File: config.mk
export PLATFORM = sky130hd
export DESIGN_NAME = wheel_ratio_sync_drive_top
export DESIGN_NICKNAME = d
export VERILOG_FILES = /design/src/hdl/wrsd_pkg.sv /design/src/hdl/wheel_ratio_sync_drive_top.sv /design/src/hdl/wrsd_divsqrt.sv /design/src/hdl/wrsd_ctrl.sv
export SDC_FILE = /design/constraint.sdc
export NUM_CORES = 2
export LEC_CHECK = 0
export BUFFER_PORTS_ARGS = -buffer_cell sky130_fd_sc_hd__buf_2
export CAP_MARGIN = 20
export CORE_ASPECT_RATIO = 1.25
export CORE_UTILIZATION = 47
export CTS_BUF_LIST = sky130_fd_sc_hd__clkbuf_2
export DETAILED_ROUTE_END_ITERATION = 8
export HOLD_SLACK_MARGIN = 0.06
export PLACE_DENSITY = 0.71
export SLEW_MARGIN = 25
export SYNTH_ARGS = -nofsm -noshare
export SYNTH_HDL_FRONTEND = slang
export SYNTH_SLANG_ARGS = --single-unit
File: constraint.sdc
create_clock -name aclk -period 13.81 [get_ports aclk]
set_input_delay 2.0715 -clock aclk [delete_from_list [all_inputs] [get_ports aclk]]
set_output_delay 2.0715 -clock aclk [all_outputs]
set_load 0.01 [all_outputs]
File: src/hdl/wrsd_pkg.sv
package wrsd_pkg;

    // Width of the running ratio correction, which stays in [1, 2^31 - 1].
    localparam int CORR_W = 31;
    localparam logic [CORR_W-1:0] CORR_MAX = {CORR_W{1'b1}};

    // Width and reset value of the minimum drive register (0.15 in Q0.15).
    localparam int MIN_DRIVE_W = 15;
    localparam logic [MIN_DRIVE_W-1:0] MIN_DRIVE_RESET = 15'd4915;

    // Default widths handed to the top level.
    localparam int DEF_SPEED_BITS = 16;
    localparam int DEF_COUNT_BITS = 16;
    localparam int DEF_CORRECTION_FRAC_BITS = 16;

    typedef enum logic [3:0] {
        ST_IDLE,
        ST_MUL_CORR,
        ST_DIV_CORR,
        ST_WAIT_CORR,
        ST_ROOT,
        ST_WAIT_ROOT,
        ST_MUL_RIGHT,
        ST_DIV_LEFT,
        ST_WAIT_LEFT,
        ST_DRIVE,
        ST_OUT_STOP,
        ST_OUT_LAST
    } wrsd_state_t;

    // Controls from the sequencer to the datapath.
    typedef struct packed {
        logic in_ready;
        logic mul_corr;
        logic mul_right;
        logic unit_start;
        logic unit_sqrt;
        logic unit_sel_left;
        logic cap_corr;
        logic cap_root;
        logic cap_left;
        logic cap_drive;
        logic out_valid;
        logic out_stop;
    } wrsd_ctl_t;

    // Status from the datapath and the ports to the sequencer.
    typedef struct packed {
        logic in_valid;
        logic need_update;
        logic unit_done;
        logic dir_change;
        logic out_ready;
    } wrsd_stat_t;

endpackage

File: src/hdl/wheel_ratio_sync_drive_top.sv
// Wheel ratio synchronised drive. One input transfer per control tick carries
// the common speed command and the left and right encoder counts of the last
// tick; the block keeps a ratio correction (Q.CORRECTION_FRAC_BITS, kept in
// [1, 2^31-1]) and answers with one or two result transfers: right drive =
// speed*sqrt(correction), left drive = speed/sqrt(correction), negated when the
// right wheel is reversed. If either wheel would change direction a stop result
// (zero drives, pause flag set) is sent first. Every tick runs through one
// shared restoring divide/root unit, one bit per cycle for division and one
// root bit per cycle for the square root, plus one shared multiplier; the unit is
// 48 bits wide with the defaults. A tick skips the correction divide when the
// correction is not updated (restart, or a zero count). s_tready is high only
// while the block is idle, and it stays low
// until the last result of the tick has been taken. min_drive may be written
// at any idle time; it takes effect from the next tick.
module wheel_ratio_sync_drive_top #(
    parameter int SPEED_BITS           = wrsd_pkg::DEF_SPEED_BITS,
    parameter int COUNT_BITS           = wrsd_pkg::DEF_COUNT_BITS,
    parameter int CORRECTION_FRAC_BITS = wrsd_pkg::DEF_CORRECTION_FRAC_BITS,
    // Derived widths; not meant to be overridden.
    parameter int TDATA_IN_W  = ((SPEED_BITS + 2 * COUNT_BITS + 7) / 8) * 8,
    parameter int TDATA_OUT_W = ((2 * SPEED_BITS + 7) / 8) * 8
) (
    input  logic                             aclk,
    input  logic                             aresetn,
    // Configuration: min_drive.
    input  logic                             cfg_wr_en,
    input  logic [wrsd_pkg::MIN_DRIVE_W-1:0] cfg_wr_data,
    // Input channel.
    input  logic                             s_tvalid,
    output logic                             s_tready,
    // From bit 0: speed_command, left_count, right_count, zero fill.
    input  logic [TDATA_IN_W-1:0]            s_tdata,
    // Bit 0: right_reversed, bit 1: restart.
    input  logic [1:0]                       s_tuser,
    // Result channel.
    output logic                             m_tvalid,
    input  logic                             m_tready,
    // From bit 0: left_drive, right_drive, zero fill.
    output logic [TDATA_OUT_W-1:0]           m_tdata,
    // Bit 0: pause_after, bit 1: correction_clipped.
    output logic [1:0]                       m_tuser,
    output logic                             m_tlast
);

    localparam int F       = CORRECTION_FRAC_BITS;
    localparam int CORR_W  = wrsd_pkg::CORR_W;
    localparam int PROD_W  = CORR_W + COUNT_BITS;
    localparam int SQ_W    = CORR_W + F;
    localparam int LN_W    = SPEED_BITS + F;
    localparam int MAX_A   = (PROD_W > SQ_W) ? PROD_W : SQ_W;
    localparam int NUM_MAX = (MAX_A > LN_W) ? MAX_A : LN_W;
    // Unit width is kept even so the root takes whole bit pairs.
    localparam int N_W     = NUM_MAX + (NUM_MAX % 2);
    localparam int ROOT_W  = N_W / 2;
    localparam int D_W     = (COUNT_BITS > ROOT_W) ? COUNT_BITS : ROOT_W;
    localparam int MA_W    = (CORR_W > SPEED_BITS) ? CORR_W : SPEED_BITS;
    localparam int PR_W    = MA_W + D_W;
    localparam int SAT_W   = (N_W > PR_W) ? N_W : PR_W;
    localparam int MN_W    = (wrsd_pkg::MIN_DRIVE_W > SPEED_BITS) ?
                             wrsd_pkg::MIN_DRIVE_W : SPEED_BITS;
    localparam logic [MN_W-1:0] MAX_POS = MN_W'((64'd1 << (SPEED_BITS - 1)) - 64'd1);
    localparam logic [CORR_W-1:0] CORR_ONE = CORR_W'(64'd1 << F);

    // ------------------------------------------------------------------
    // Sequencer.
    // ------------------------------------------------------------------
    wrsd_pkg::wrsd_ctl_t  ctl;
    wrsd_pkg::wrsd_stat_t stat;

    wrsd_ctrl u_ctrl (
        .aclk    (aclk),
        .aresetn (aresetn),
        .stat    (stat),
        .ctl     (ctl)
    );

    // ------------------------------------------------------------------
    // Input unpacking and magnitudes.
    // ------------------------------------------------------------------
    logic [SPEED_BITS-1:0] in_speed;
    logic [COUNT_BITS-1:0] in_lcount;
    logic [COUNT_BITS-1:0] in_rcount;
    logic [SPEED_BITS-1:0] in_smag;
    logic [COUNT_BITS-1:0] in_lmag;
    logic [COUNT_BITS-1:0] in_rmag;
    logic                  in_accept;

    assign in_speed  = s_tdata[SPEED_BITS-1:0];
    assign in_lcount = s_tdata[SPEED_BITS +: COUNT_BITS];
    assign in_rcount = s_tdata[SPEED_BITS + COUNT_BITS +: COUNT_BITS];
    assign in_smag   = in_speed[SPEED_BITS-1] ? (~in_speed + 1'b1) : in_speed;
    assign in_lmag   = in_lcount[COUNT_BITS-1] ? (~in_lcount + 1'b1) : in_lcount;
    assign in_rmag   = in_rcount[COUNT_BITS-1] ? (~in_rcount + 1'b1) : in_rcount;
    assign in_accept = s_tvalid && s_tready;

    // ------------------------------------------------------------------
    // Datapath registers.
    // ------------------------------------------------------------------
    logic [wrsd_pkg::MIN_DRIVE_W-1:0] min_drive_reg;
    logic [CORR_W-1:0]                corr_reg;
    logic                             clipped_reg;
    logic [SPEED_BITS-1:0]            smag_reg;
    logic                             sneg_reg;
    logic                             rev_reg;
    logic [COUNT_BITS-1:0]            lmag_reg;
    logic [COUNT_BITS-1:0]            rmag_reg;
    logic [PR_W-1:0]                  prod_reg;
    logic [ROOT_W-1:0]                root_reg;
    logic [N_W-1:0]                   lquot_reg;
    logic signed [SPEED_BITS-1:0]     last_left_reg;
    logic signed [SPEED_BITS-1:0]     last_right_reg;
    logic signed [SPEED_BITS-1:0]     drv_left_reg;
    logic signed [SPEED_BITS-1:0]     drv_right_reg;

    // ------------------------------------------------------------------
    // Shared multiplier: correction times |left count|, then |speed| times root.
    // ------------------------------------------------------------------
    logic [MA_W-1:0] mul_a;
    logic [D_W-1:0]  mul_b;
    logic [PR_W-1:0] mul_p;

    assign mul_a = ctl.mul_right ? MA_W'(smag_reg) : MA_W'(corr_reg);
    assign mul_b = ctl.mul_right ? D_W'(root_reg) : D_W'(lmag_reg);
    assign mul_p = PR_W'(mul_a) * PR_W'(mul_b);

    // ------------------------------------------------------------------
    // Shared divide / square root unit.
    // ------------------------------------------------------------------
    logic [N_W-1:0] unit_num;
    logic [D_W-1:0] unit_den;
    logic [N_W-1:0] unit_quot;
    logic           unit_done;

    always_comb begin
        if (ctl.unit_sqrt) begin
            unit_num = N_W'({corr_reg, {F{1'b0}}});
        end else if (ctl.unit_sel_left) begin
            unit_num = N_W'({smag_reg, {F{1'b0}}});
        end else begin
            unit_num = N_W'(prod_reg[PROD_W-1:0]);
        end
        unit_den = ctl.unit_sel_left ? D_W'(root_reg) : D_W'(rmag_reg);
    end

    wrsd_divsqrt #(
        .N_W (N_W),
        .D_W (D_W)
    ) u_divsqrt (
        .aclk      (aclk),
        .aresetn   (aresetn),
        .start     (ctl.unit_start),
        .mode_sqrt (ctl.unit_sqrt),
        .num       (unit_num),
        .den       (unit_den),
        .done      (unit_done),
        .quot      (unit_quot)
    );

    // ------------------------------------------------------------------
    // Drive saturation, direction change and minimum raise.
    // ------------------------------------------------------------------
    function automatic logic [SPEED_BITS-1:0] sat_drive(input logic [SAT_W-1:0] m,
                                                        input logic neg);
        logic [SAT_W-1:0]      lim;
        logic [SAT_W-1:0]      mm;
        logic [SPEED_BITS-1:0] t;
        lim = SAT_W'(1) << (SPEED_BITS - 1);
        if (neg) begin
            mm = (m > lim) ? lim : m;
            t  = SPEED_BITS'(mm);
            return ~t + 1'b1;
        end else begin
            mm = (m > lim - 1'b1) ? (lim - 1'b1) : m;
            return SPEED_BITS'(mm);
        end
    endfunction

    logic [MN_W-1:0]       min_wide;
    logic [SPEED_BITS-1:0] min_eff;

    assign min_wide = (MN_W'(min_drive_reg) > MAX_POS) ? MAX_POS : MN_W'(min_drive_reg);
    assign min_eff  = SPEED_BITS'(min_wide);

    function automatic logic [SPEED_BITS-1:0] raise_min(input logic [SPEED_BITS-1:0] v,
                                                        input logic [SPEED_BITS-1:0] mn);
        logic [SPEED_BITS-1:0] mag;
        mag = v[SPEED_BITS-1] ? (~v + 1'b1) : v;
        if ((v != '0) && (mag < mn)) begin
            return v[SPEED_BITS-1] ? (~mn + 1'b1) : mn;
        end
        return v;
    endfunction

    logic signed [SPEED_BITS-1:0] new_right;
    logic signed [SPEED_BITS-1:0] new_left;
    logic                         dir_change;

    assign new_right = sat_drive(SAT_W'(prod_reg >> F), sneg_reg);
    assign new_left  = sat_drive(SAT_W'(lquot_reg), sneg_reg ^ rev_reg);
    assign dir_change = ((new_left < 0) && (last_left_reg > 0)) ||
                        ((new_left > 0) && (last_left_reg < 0)) ||
                        ((new_right < 0) && (last_right_reg > 0)) ||
                        ((new_right > 0) && (last_right_reg < 0));

    // ------------------------------------------------------------------
    // Status to the sequencer.
    // ------------------------------------------------------------------
    always_comb begin
        stat.in_valid    = s_tvalid;
        stat.need_update = !s_tuser[1] && (in_lcount != '0) && (in_rcount != '0);
        stat.unit_done   = unit_done;
        stat.dir_change  = dir_change;
        stat.out_ready   = m_tready;
    end

    // ------------------------------------------------------------------
    // Register updates.
    // ------------------------------------------------------------------
    always_ff @(posedge aclk) begin
        if (in_accept) begin
            smag_reg <= in_smag;
            sneg_reg <= in_speed[SPEED_BITS-1];
            rev_reg  <= s_tuser[0];
            lmag_reg <= in_lmag;
            rmag_reg <= in_rmag;
        end
        if (ctl.mul_corr || ctl.mul_right) begin
            prod_reg <= mul_p;
        end
        if (ctl.cap_root) begin
            root_reg <= (unit_quot == '0) ? ROOT_W'(1) : ROOT_W'(unit_quot);
        end
        if (ctl.cap_left) begin
            lquot_reg <= unit_quot;
        end
        if (ctl.cap_drive) begin
            drv_left_reg  <= raise_min(new_left, min_eff);
            drv_right_reg <= raise_min(new_right, min_eff);
        end
    end

    // State kept across ticks, and the configuration register.
    always_ff @(posedge aclk) begin
        if (!aresetn) begin
            min_drive_reg  <= wrsd_pkg::MIN_DRIVE_RESET;
            corr_reg       <= CORR_ONE;
            clipped_reg    <= 1'b0;
            last_left_reg  <= '0;
            last_right_reg <= '0;
        end else begin
            if (cfg_wr_en) begin
                min_drive_reg <= cfg_wr_data;
            end
            if (in_accept) begin
                clipped_reg <= 1'b0;
                if (s_tuser[1]) begin
                    corr_reg <= CORR_ONE;
                end
            end
            if (ctl.cap_corr) begin
                if (unit_quot > N_W'(wrsd_pkg::CORR_MAX)) begin
                    corr_reg    <= wrsd_pkg::CORR_MAX;
                    clipped_reg <= 1'b1;
                end else if (unit_quot == '0) begin
                    corr_reg    <= CORR_W'(1);
                    clipped_reg <= 1'b1;
                end else begin
                    corr_reg <= CORR_W'(unit_quot);
                end
            end
            if (ctl.cap_drive) begin
                if (dir_change) begin
                    last_left_reg  <= '0;
                    last_right_reg <= '0;
                end else begin
                    last_left_reg  <= new_left;
                    last_right_reg <= new_right;
                end
            end
        end
    end

    // ------------------------------------------------------------------
    // Ports. The stop result carries zero drives and the pause request; the
    // drive result closes the tick with tlast. No input transfer is taken
    // while reset is held.
    // ------------------------------------------------------------------
    assign s_tready = ctl.in_ready && aresetn;
    assign m_tvalid = ctl.out_valid;
    assign m_tdata  = ctl.out_stop ? '0 : TDATA_OUT_W'({drv_right_reg, drv_left_reg});
    assign m_tuser  = {clipped_reg, ctl.out_stop};
    assign m_tlast  = !ctl.out_stop;

    // ------------------------------------------------------------------
    // Assertions.
    // ------------------------------------------------------------------
    a_no_overlap: assert property (@(posedge aclk) disable iff (!aresetn)
        !(m_tvalid && s_tready))
        else $error("result offered while the block takes input");

    a_corr_nonzero: assert property (@(posedge aclk) disable iff (!aresetn)
        corr_reg != '0)
        else $error("correction reached zero");

    a_stop_then_drive: assert property (@(posedge aclk) disable iff (!aresetn)
        (m_tvalid && m_tready && m_tuser[0]) |=> (m_tvalid && m_tlast))
        else $error("stop transfer not followed by the drive result");

    a_done_captured: assert property (@(posedge aclk) disable iff (!aresetn)
        unit_done |-> (ctl.cap_corr || ctl.cap_root || ctl.cap_left))
        else $error("divide/root result finished outside a wait state");

    a_restart_one: assert property (@(posedge aclk) disable iff (!aresetn)
        (s_tvalid && s_tready && s_tuser[1]) |=> (corr_reg == CORR_ONE))
        else $error("restart did not reset the correction");

endmodule

File: src/hdl/wrsd_divsqrt.sv
// Shared restoring divide and square root unit. Division retires one quotient
// bit per cycle, N_W bits in all; square root retires one root bit per cycle,
// N_W/2 bits in all. Both use the same compare and subtract.
module wrsd_divsqrt #(
    parameter int N_W = 48,
    parameter int D_W = 24
) (
    input  logic           aclk,
    input  logic           aresetn,
    input  logic           start,
    input  logic           mode_sqrt,
    input  logic [N_W-1:0] num,
    input  logic [D_W-1:0] den,
    output logic           done,
    output logic [N_W-1:0] quot
);

    localparam int R_W = D_W + 3;
    localparam int CNT_W = $clog2(N_W + 1);

    logic [N_W-1:0]   num_reg,  num_next;
    logic [N_W-1:0]   quot_reg, quot_next;
    logic [R_W-1:0]   rem_reg,  rem_next;
    logic [D_W-1:0]   den_reg;
    logic             sqrt_reg;
    logic [CNT_W-1:0] cnt_reg,  cnt_next;
    logic             busy_reg, busy_next;
    logic             done_reg, done_next;

    logic [R_W-1:0] shifted;
    logic [R_W-1:0] trial;
    logic [R_W-1:0] diff;
    logic           ge;

    always_comb begin
        if (sqrt_reg) begin
            shifted = {rem_reg[R_W-3:0], num_reg[N_W-1:N_W-2]};
            trial   = {quot_reg[R_W-3:0], 2'b01};
        end else begin
            shifted = {rem_reg[R_W-2:0], num_reg[N_W-1]};
            trial   = R_W'(den_reg);
        end
        ge   = (shifted >= trial);
        diff = shifted - trial;
    end

    always_comb begin
        num_next  = num_reg;
        quot_next = quot_reg;
        rem_next  = rem_reg;
        cnt_next  = cnt_reg;
        busy_next = busy_reg;
        done_next = 1'b0;
        if (start) begin
            num_next  = num;
            quot_next = '0;
            rem_next  = '0;
            cnt_next  = mode_sqrt ? CNT_W'(N_W / 2) : CNT_W'(N_W);
            busy_next = 1'b1;
        end else if (busy_reg) begin
            num_next  = sqrt_reg ? {num_reg[N_W-3:0], 2'b00} : {num_reg[N_W-2:0], 1'b0};
            quot_next = {quot_reg[N_W-2:0], ge};
            rem_next  = ge ? diff : shifted;
            cnt_next  = cnt_reg - 1'b1;
            if (cnt_reg == CNT_W'(1)) begin
                busy_next = 1'b0;
                done_next = 1'b1;
            end
        end
    end

    always_ff @(posedge aclk) begin
        num_reg  <= num_next;
        quot_reg <= quot_next;
        rem_reg  <= rem_next;
        if (start) begin
            den_reg  <= den;
            sqrt_reg <= mode_sqrt;
        end
        if (!aresetn) begin
            cnt_reg  <= '0;
            busy_reg <= 1'b0;
            done_reg <= 1'b0;
        end else begin
            cnt_reg  <= cnt_next;
            busy_reg <= busy_next;
            done_reg <= done_next;
        end
    end

    assign done = done_reg;
    assign quot = quot_reg;

endmodule

File: src/hdl/wrsd_ctrl.sv
// Sequencer: optional multiply/divide, then root, multiply, divide and output.
module wrsd_ctrl (
    input  logic                 aclk,
    input  logic                 aresetn,
    input  wrsd_pkg::wrsd_stat_t stat,
    output wrsd_pkg::wrsd_ctl_t  ctl
);

    wrsd_pkg::wrsd_state_t state_reg, state_next;

    always_comb begin
        state_next = state_reg;
        unique case (state_reg)
            wrsd_pkg::ST_IDLE: begin
                if (stat.in_valid) begin
                    state_next = stat.need_update ? wrsd_pkg::ST_MUL_CORR : wrsd_pkg::ST_ROOT;
                end
            end
            wrsd_pkg::ST_MUL_CORR:  state_next = wrsd_pkg::ST_DIV_CORR;
            wrsd_pkg::ST_DIV_CORR:  state_next = wrsd_pkg::ST_WAIT_CORR;
            wrsd_pkg::ST_WAIT_CORR: begin
                if (stat.unit_done) begin
                    state_next = wrsd_pkg::ST_ROOT;
                end
            end
            wrsd_pkg::ST_ROOT:      state_next = wrsd_pkg::ST_WAIT_ROOT;
            wrsd_pkg::ST_WAIT_ROOT: begin
                if (stat.unit_done) begin
                    state_next = wrsd_pkg::ST_MUL_RIGHT;
                end
            end
            wrsd_pkg::ST_MUL_RIGHT: state_next = wrsd_pkg::ST_DIV_LEFT;
            wrsd_pkg::ST_DIV_LEFT:  state_next = wrsd_pkg::ST_WAIT_LEFT;
            wrsd_pkg::ST_WAIT_LEFT: begin
                if (stat.unit_done) begin
                    state_next = wrsd_pkg::ST_DRIVE;
                end
            end
            wrsd_pkg::ST_DRIVE: begin
                state_next = stat.dir_change ? wrsd_pkg::ST_OUT_STOP : wrsd_pkg::ST_OUT_LAST;
            end
            wrsd_pkg::ST_OUT_STOP: begin
                if (stat.out_ready) begin
                    state_next = wrsd_pkg::ST_OUT_LAST;
                end
            end
            wrsd_pkg::ST_OUT_LAST: begin
                if (stat.out_ready) begin
                    state_next = wrsd_pkg::ST_IDLE;
                end
            end
            default: state_next = wrsd_pkg::ST_IDLE;
        endcase
    end

    always_comb begin
        ctl = '0;
        unique case (state_reg)
            wrsd_pkg::ST_IDLE:      ctl.in_ready = 1'b1;
            wrsd_pkg::ST_MUL_CORR:  ctl.mul_corr = 1'b1;
            wrsd_pkg::ST_DIV_CORR:  ctl.unit_start = 1'b1;
            wrsd_pkg::ST_WAIT_CORR: ctl.cap_corr = stat.unit_done;
            wrsd_pkg::ST_ROOT: begin
                ctl.unit_start = 1'b1;
                ctl.unit_sqrt  = 1'b1;
            end
            wrsd_pkg::ST_WAIT_ROOT: ctl.cap_root = stat.unit_done;
            wrsd_pkg::ST_MUL_RIGHT: ctl.mul_right = 1'b1;
            wrsd_pkg::ST_DIV_LEFT: begin
                ctl.unit_start    = 1'b1;
                ctl.unit_sel_left = 1'b1;
            end
            wrsd_pkg::ST_WAIT_LEFT: ctl.cap_left = stat.unit_done;
            wrsd_pkg::ST_DRIVE:     ctl.cap_drive = 1'b1;
            wrsd_pkg::ST_OUT_STOP: begin
                ctl.out_valid = 1'b1;
                ctl.out_stop  = 1'b1;
            end
            wrsd_pkg::ST_OUT_LAST:  ctl.out_valid = 1'b1;
            default:                ctl = '0;
        endcase
    end

    always_ff @(posedge aclk) begin
        if (!aresetn) begin
            state_reg <= wrsd_pkg::ST_IDLE;
        end else begin
            state_reg <= state_next;
        end
    end

endmodule
* Yosys cells after proc, flatten, opt, wreduce, memory -nomap -nowiden
Cells that the tools add are included.
** Cells by class
- Equality and inequality tests :: 18
- Multiplexer cells :: 72
- Shifts and indexed selects :: 0
- Divide/modulo/power cells :: 0
- Bitwise gates (word level) :: 11
- $lt $le $gt $ge :: 16
- Add/sub/neg operators :: 10
- Reduce and logical (&&, ||, !) cells :: 30
- $mul :: 1
** Operator list (count)
- 16-bit 2-to-1 mux :: 17
- 48-bit 2-to-1 mux :: 4
- 31-bit 2-to-1 mux :: 6
- 16-bit by 1-bit adder with 16-bit output (second input constant) :: 8
- 16-bit NOT :: 7
- 16-bit by 1-bit > comparator with 1-bit output (second input constant) :: 4
- 16-bit by 1-bit < comparator with 1-bit output (second input constant) :: 4
- 16-bit nonzero test :: 4
- 31-bit by 24-bit multiplier with 55-bit output :: 1
- 27-bit 2-to-1 mux :: 2
- 48-bit by 15-bit > comparator with 1-bit output (second input constant) :: 1
- 48-bit by 16-bit > comparator with 1-bit output (second input constant) :: 1
- 48-bit by 31-bit > comparator with 1-bit output (second input constant) :: 1
- 48-bit logical NOT :: 1
- 4-bit case mux with 12 select lines :: 1
- 47-bit 2-to-1 mux :: 1
- 15-bit 2-to-1 mux :: 3
- 39-bit by 15-bit > comparator with 1-bit output (second input constant) :: 1
- 39-bit by 16-bit > comparator with 1-bit output (second input constant) :: 1
- 16-bit by 15-bit < comparator with 1-bit output :: 2
- 32-bit 2-to-1 mux :: 1
- 27-bit greater-or-equal comparator :: 1
- 26-bit 2-to-1 mux :: 1
- 26-bit subtractor :: 1
- 25 further kinds :: 84
** Storage, ports and cells
- Memories kept :: 0
- Bits in latches :: 0
- Input bits :: 70
- RAM bits :: 0
- Register bits :: 447
- Output and inout port bits :: 37
- ROM bits :: 0

* Depth between registers and ports, before layout
- Depth after elaboration :: 13
- Depth in mapped cells :: 33
- Gate-level depth less buffers :: 28

* Modules after synthesis
A second synthesis with hierarchy kept.
** Unflattened totals
- Cell total of the unflattened synthesis :: 4976
- Area total of the unflattened synthesis :: 47524.3 um^2
** Modules (own cells, without submodules)
- wheel_ratio_sync_drive_top :: cells each 4094, seq. area each 7857.5 um^2, instances 1, area each 38760.9 um^2
- wrsd_divsqrt :: cells each 825, seq. area each 3833.7 um^2, instances 1, area each 8358.0 um^2
- wrsd_ctrl :: cells each 57, seq. area each 80.1 um^2, instances 1, area each 405.4 um^2

* Worst setup path before layout
Ideal clock, no wire load.
- Path kind :: register -> register
- Start point :: reg u_ctrl.state_reg[1]
- End point :: reg prod_reg[48] (data pin)
- Cell stages (with the launch flop) :: 30
- Arrival time :: 8.277 ns
- Data required time :: 13.552 ns
- Path buffers :: 4
- Setup slack :: 5.276 ns
- Clock period less this slack :: 8.534 ns
- Setup time :: 0.258 ns
- Cells stage by stage :: dfxtp_1 > clkbuf_1 > and3_1 > clkbuf_1 > buf_1 > mux2i_1 > nor2_1 > fa_1 > inv_1 > fa_1 > inv_1 > fa_1 > fa_1 > fa_1 > fa_1 > inv_1 > fa_1 > inv_1 > ha_1 > clkbuf_1 > a21oi_1 > o21ai_0 > a22oi_1 > a41oi_1 > o211ai_1 > nand2_1 > a311oi_1 > o311ai_0 > a21oi_1 > xnor2_1
** Between the ends
- Word-level cells in the longest chain between the ends :: 4
- Elaborated cells on any way between the ends :: 5
- Classes of those cells :: mul: 1; eq/ne: 1; mux: 3
** RTL lines
- from (decl) :: line wrsd_ctrl.sv:9 : wrsd_pkg::wrsd_state_t state_reg, state_next;
- from (signal assigned) :: line wrsd_ctrl.sv:86 : state_reg <= wrsd_pkg::ST_IDLE;
- from (signal assigned) :: line wrsd_ctrl.sv:88 : state_reg <= state_next;
- 4-bit by 3-bit == test with 1-bit output (*) :: line wrsd_ctrl.sv:58 : unique case (state_reg)
- 1-bit 2-to-1 mux (*) :: line wrsd_ctrl.sv:58
- 31-bit 2-to-1 mux / 24-bit 2-to-1 mux (equally long branches) :: line wheel_ratio_sync_drive_top.sv:122, wheel_ratio_sync_drive_top.sv:123
- 31-bit by 24-bit multiplier with 55-bit output (*) :: line wheel_ratio_sync_drive_top.sv:124 : assign mul_p = PR_W'(mul_a) * PR_W'(mul_b);
- via mul_p[48] :: line wheel_ratio_sync_drive_top.sv:120 : logic [PR_W-1:0] mul_p;
- to (signal assigned) :: line wheel_ratio_sync_drive_top.sv:228 : prod_reg <= mul_p;
- to (decl) :: line wheel_ratio_sync_drive_top.sv:107 : logic [PR_W-1:0] prod_reg;
The timed path passes the listed nets; every way through them passes the cells marked *.
A chain may end at the register's enable or synchronous reset.

* Worst setup path in the final report
- Start point :: reg u_ctrl.state_reg[0]
- End point :: reg prod_reg[48] (data pin)
The elaborated chain is that of the path after synthesis.

==> key figures <==
STA
  • Setup-failing EPs final: 0
  • Maximum clock rate: 94.71 MHz
  • Count of pins over their slew limit: 0
  • Minimum clock period: 10.56 ns
  • Fin crit share: 76.46%
  • RSZ-0062 raised after global routing: false
  • Setup TNS: 0 ns
  • Final hold violations: 0
  • Slew @ Worst Pin: 1.092 ns
  • Slew headroom: 25.13%
  • Worst Skew: 0.1544 ns

Route
  • 1st-pass router iterations: 7
  • Final WL: 135.5 mm
  • Iter 0 DRT Violations: 2750
  • Drt drc: 0
  • Post-DR vias/cell: 5.643
  • Via count: 36.34k
  • Per-cell routed wire length: 21.05 µm
  • Final ANT Viol Nets: 0

Pwr
  • Psw: 4198 µW
  • Reg power frac: 26.4%
  • Cell internal pwr: 4478 µW
  • Worst vdd ir: 0.0001901 V
  • Combinational Power Share: 62.9%
  • Pleak: 0.02352 µW
  • Clock share of power: 10.7%
  • P per Cell Area: 174.0 nW/µm²
  • Switching share of power: 48.38%
  • Power Total: 8676 µW

CTS
  • Post_cts resized: 0
  • Skew-Pair Late Insertion Delay: 1.35 ns
  • H-tree levels: 3
  • Total CTS buffers: 107
  • Setup Buffers After CTS: 0
  • Max Root-Sink Buffers: 3
  • Clock root buffer: clkbuf_2
  • Worst-path clk slew: 0.12 ns
  • Clk sink count: 447
  • CTS tree: yes
  • Hold_buf cts: 0

Setup path
  • R2R Setup Slk: 3.25 ns
  • CP max FO: 69
  • CP required: 14.85 ns
  • Cells on worst reg2reg path: 27
  • Worst Path Arrival: 11.60 ns
  • Critical path type: flop to flop
  • CP peak stage delay: 0.86 ns
  • Most common cell on crit path: fa_1
  • RR Startpoint: u_ctrl.state_reg[0]
  • Worst setup EP type: flop
  • Reg2reg end: prod_reg[48]
  • Startpoint class of the critical path: flop
  • Critical path's slowest cell: mux2i_1

Synth
  • Synth unique cells: 90
  • Seq/Total Area, Yosys: 25.19%
  • YS warnings: 0
  • Mapped Area: 46730 µm²
  • Mapped Avg Cell Area: 9.487 µm²
  • Syn Inst Count: 4926
  • Top FF cell, synth: edfxtp_1
  • Fraction of registers with async set/reset: 0%
  • Post-synth EDFFs: 282
  • Register bit total from synthesis: 447

Worst hold path
  • Hold_sp: last_left_reg[1]
  • Worst hold path type: flop to flop
  • Hold Crit Depth: 2
  • Hold Path End: last_left_reg[1]

Final layout
  • Non-Filler Instances: 6439
  • Largest register FFs: 55
  • Layout Cell Area excl Fill: 49860 µm²
  • Most frequent cells in the layout: inv_1 (768), fa_1 (637), nand2_1 (578), nor2_1 (323), edfxtp_1 (282)
  • Share of layout cells above drive strength 1: 8.436%
  • Commonest non-fill, non-tap cell in the layout: inv_1
  • Final nets: 5996
  • Layout area overhead: 6.677%
  • Fillers: 9154

Placed design
  • Input/output buffers: 106
  • Post-DP HPWL: 106.7 mm
  • GPL Wtd Cong: 1.021
  • DP Area: 48780 µm²
  • Dpl cells: 6233

Die
  • FP Rows: 128
  • Die Y: 354.6 µm
  • Die area: 100700 µm²
  • Initial core utilization: 47.68%
  • Core Area: 98010 µm²
  • Die W: 284.0 µm
  • I/O pin count: 107

Global route
  • Initial antenna violation count: 6
  • GRT Total Usage: 27.34%
  • Global-route wire length before repair: 210.4 mm
  • Vias in the first global route: 37.44k
  • Largest net degree at the start of global routing: 101
  • GR Overflow Total: 0

Outcome
  • Status: completed

Job
  • Total of max-cap violations: 0
final cells by class:
type	instances	area [µm²]	share of cell area [%]
tap	1300	1627	3.263
clock buffer	151	755.7	1.516
timing repair buffer	158	943.4	1.892
sequential	447	11780	23.62
clock inverter	48	272.8	0.5471
inverter	771	2897	5.810
multi-input combinational	3558	31570	63.32
antenna	6	15.01	0.03012
power groups by stage:
stage | Clock [µW] | Sequential, µW | Combinational [µW]
2_1_floorplan | 0 | 2090 | 4250
3_3_place_gp | 0 | 2290 | 5230
3_5_place_dp | 0 | 2300 | 5300
4_1_cts | 959 | 2270 | 5340
5_1_grt | 1010 | 2300 | 6100
6_report | 929 | 2290 | 5460
synth_stat cells, types with 6 or more instances:
library cell | n | area (µm²)
o21a_1 | 18 | 135.1
nor3_1 | 54 | 270.3
nand4_1 | 31 | 193.9
and3_1 | 195 | 1220
or2_2 | 18 | 112.6
a22oi_1 | 18 | 135.1
a221o_1 | 16 | 160.2
nor2b_1 | 67 | 419.2
o211ai_1 | 21 | 157.7
nand2b_1 | 24 | 150.1
dfxtp_1 | 165 | 3303
nor2_1 | 325 | 1220
o21bai_1 | 17 | 127.6
ha_1 | 246 | 3078
o311ai_0 | 6 | 52.55
a41oi_1 | 7 | 61.31
a21boi_0 | 32 | 240.2
buf_1 | 15 | 56.30
o31ai_1 | 26 | 195.2
a211oi_1 | 18 | 135.1
or3_1 | 30 | 187.7
edfxtp_1 | 282 | 8468
or4_1 | 8 | 60.06
mux2i_1 | 181 | 1812
xor2_1 | 27 | 236.5
o21ai_0 | 189 | 945.9
and2_1 | 31 | 193.9
a31oi_1 | 19 | 118.9
nor3b_1 | 7 | 52.55
xnor2_1 | 143 | 1252
a22o_1 | 7 | 61.31
nand2_1 | 579 | 2173
o41ai_1 | 9 | 78.83
o21ai_1 | 11 | 55.05
buf_2 | 7 | 35.03
nand3_1 | 48 | 240.2
o31a_1 | 6 | 52.55
clkbuf_1 | 241 | 904.6
mux2_2 | 48 | 540.5
a21oi_1 | 143 | 715.7
a21o_1 | 39 | 292.8
inv_1 | 769 | 2887
nor4_1 | 46 | 287.8
fa_1 | 637 | 12750
kinds of logic (layout without fill, tap and decap cells):
kind of cell    after synthesis  count (layout)  synth area share, %
mux                         230             230                5.057
buf+inv                    1039            1128                8.415
compound gates              662             662                9.212
xor+xnor                    170             170                3.186
flops                       447             447                25.19
other cells                   2             126              0.01607
simple gates               1493            1493                15.05
fa+ha+maj                   883             883                33.87
routing by layer:
layer | vias up | wire length, µm | global-route usage (%) | share of wire, %
li1 | 16340 | - | - | -
met1 | 18010 | 47180 | 29.67 | 35
met2 | 1506 | 67460 | 47.47 | 50
met3 | 478 | 8825 | 4.094 | 6.5
met4 | 8 | 12030 | 22.25 | 8.9
met5 | - | 40 | 0 | 0.030
worst max-delay path by stage:
stage          slack (ns)  cells past startpoint            to                start
6_report             3.25                     27  prod_reg[48]  u_ctrl.state_reg[0]
2_1_floorplan        5.28                     29  prod_reg[48]  u_ctrl.state_reg[1]
5_1_grt              2.69                     27  prod_reg[48]  u_ctrl.state_reg[0]
4_1_cts              3.40                     27  prod_reg[48]  u_ctrl.state_reg[0]
3_5_place_dp         3.54                     28  prod_reg[48]  u_ctrl.state_reg[3]
3_3_place_gp         3.72                     27  prod_reg[48]  u_ctrl.state_reg[3]
critical path: cells and delay by family (launching register included):
family / cells / cell delay [ns]
compound gates: 8 / 2.55
mux: 1 / 0.86
flops: 1 / 0.49
buf+inv: 5 / 0.88
xor+xnor: 1 / 0.08
simple gates: 4 / 1.33
fa+ha+maj: 8 / 4.04
stage by stage:
step / hold slack (ns) / setup slack [ns] / utilization (%)
after floorplan: 0.4254 / 5.276 / -
after global routing: 0.4752 / 2.686 / 50.86
after detailed placement: 0.4417 / 3.544 / 49.77
after CTS: 0.4571 / 3.395 / 50.82
final: 0.4598 / 3.251 / 50.87
after global placement: 0.4372 / 3.720 / 49.75
No activity file was read; power rests on OpenSTA's default activity.
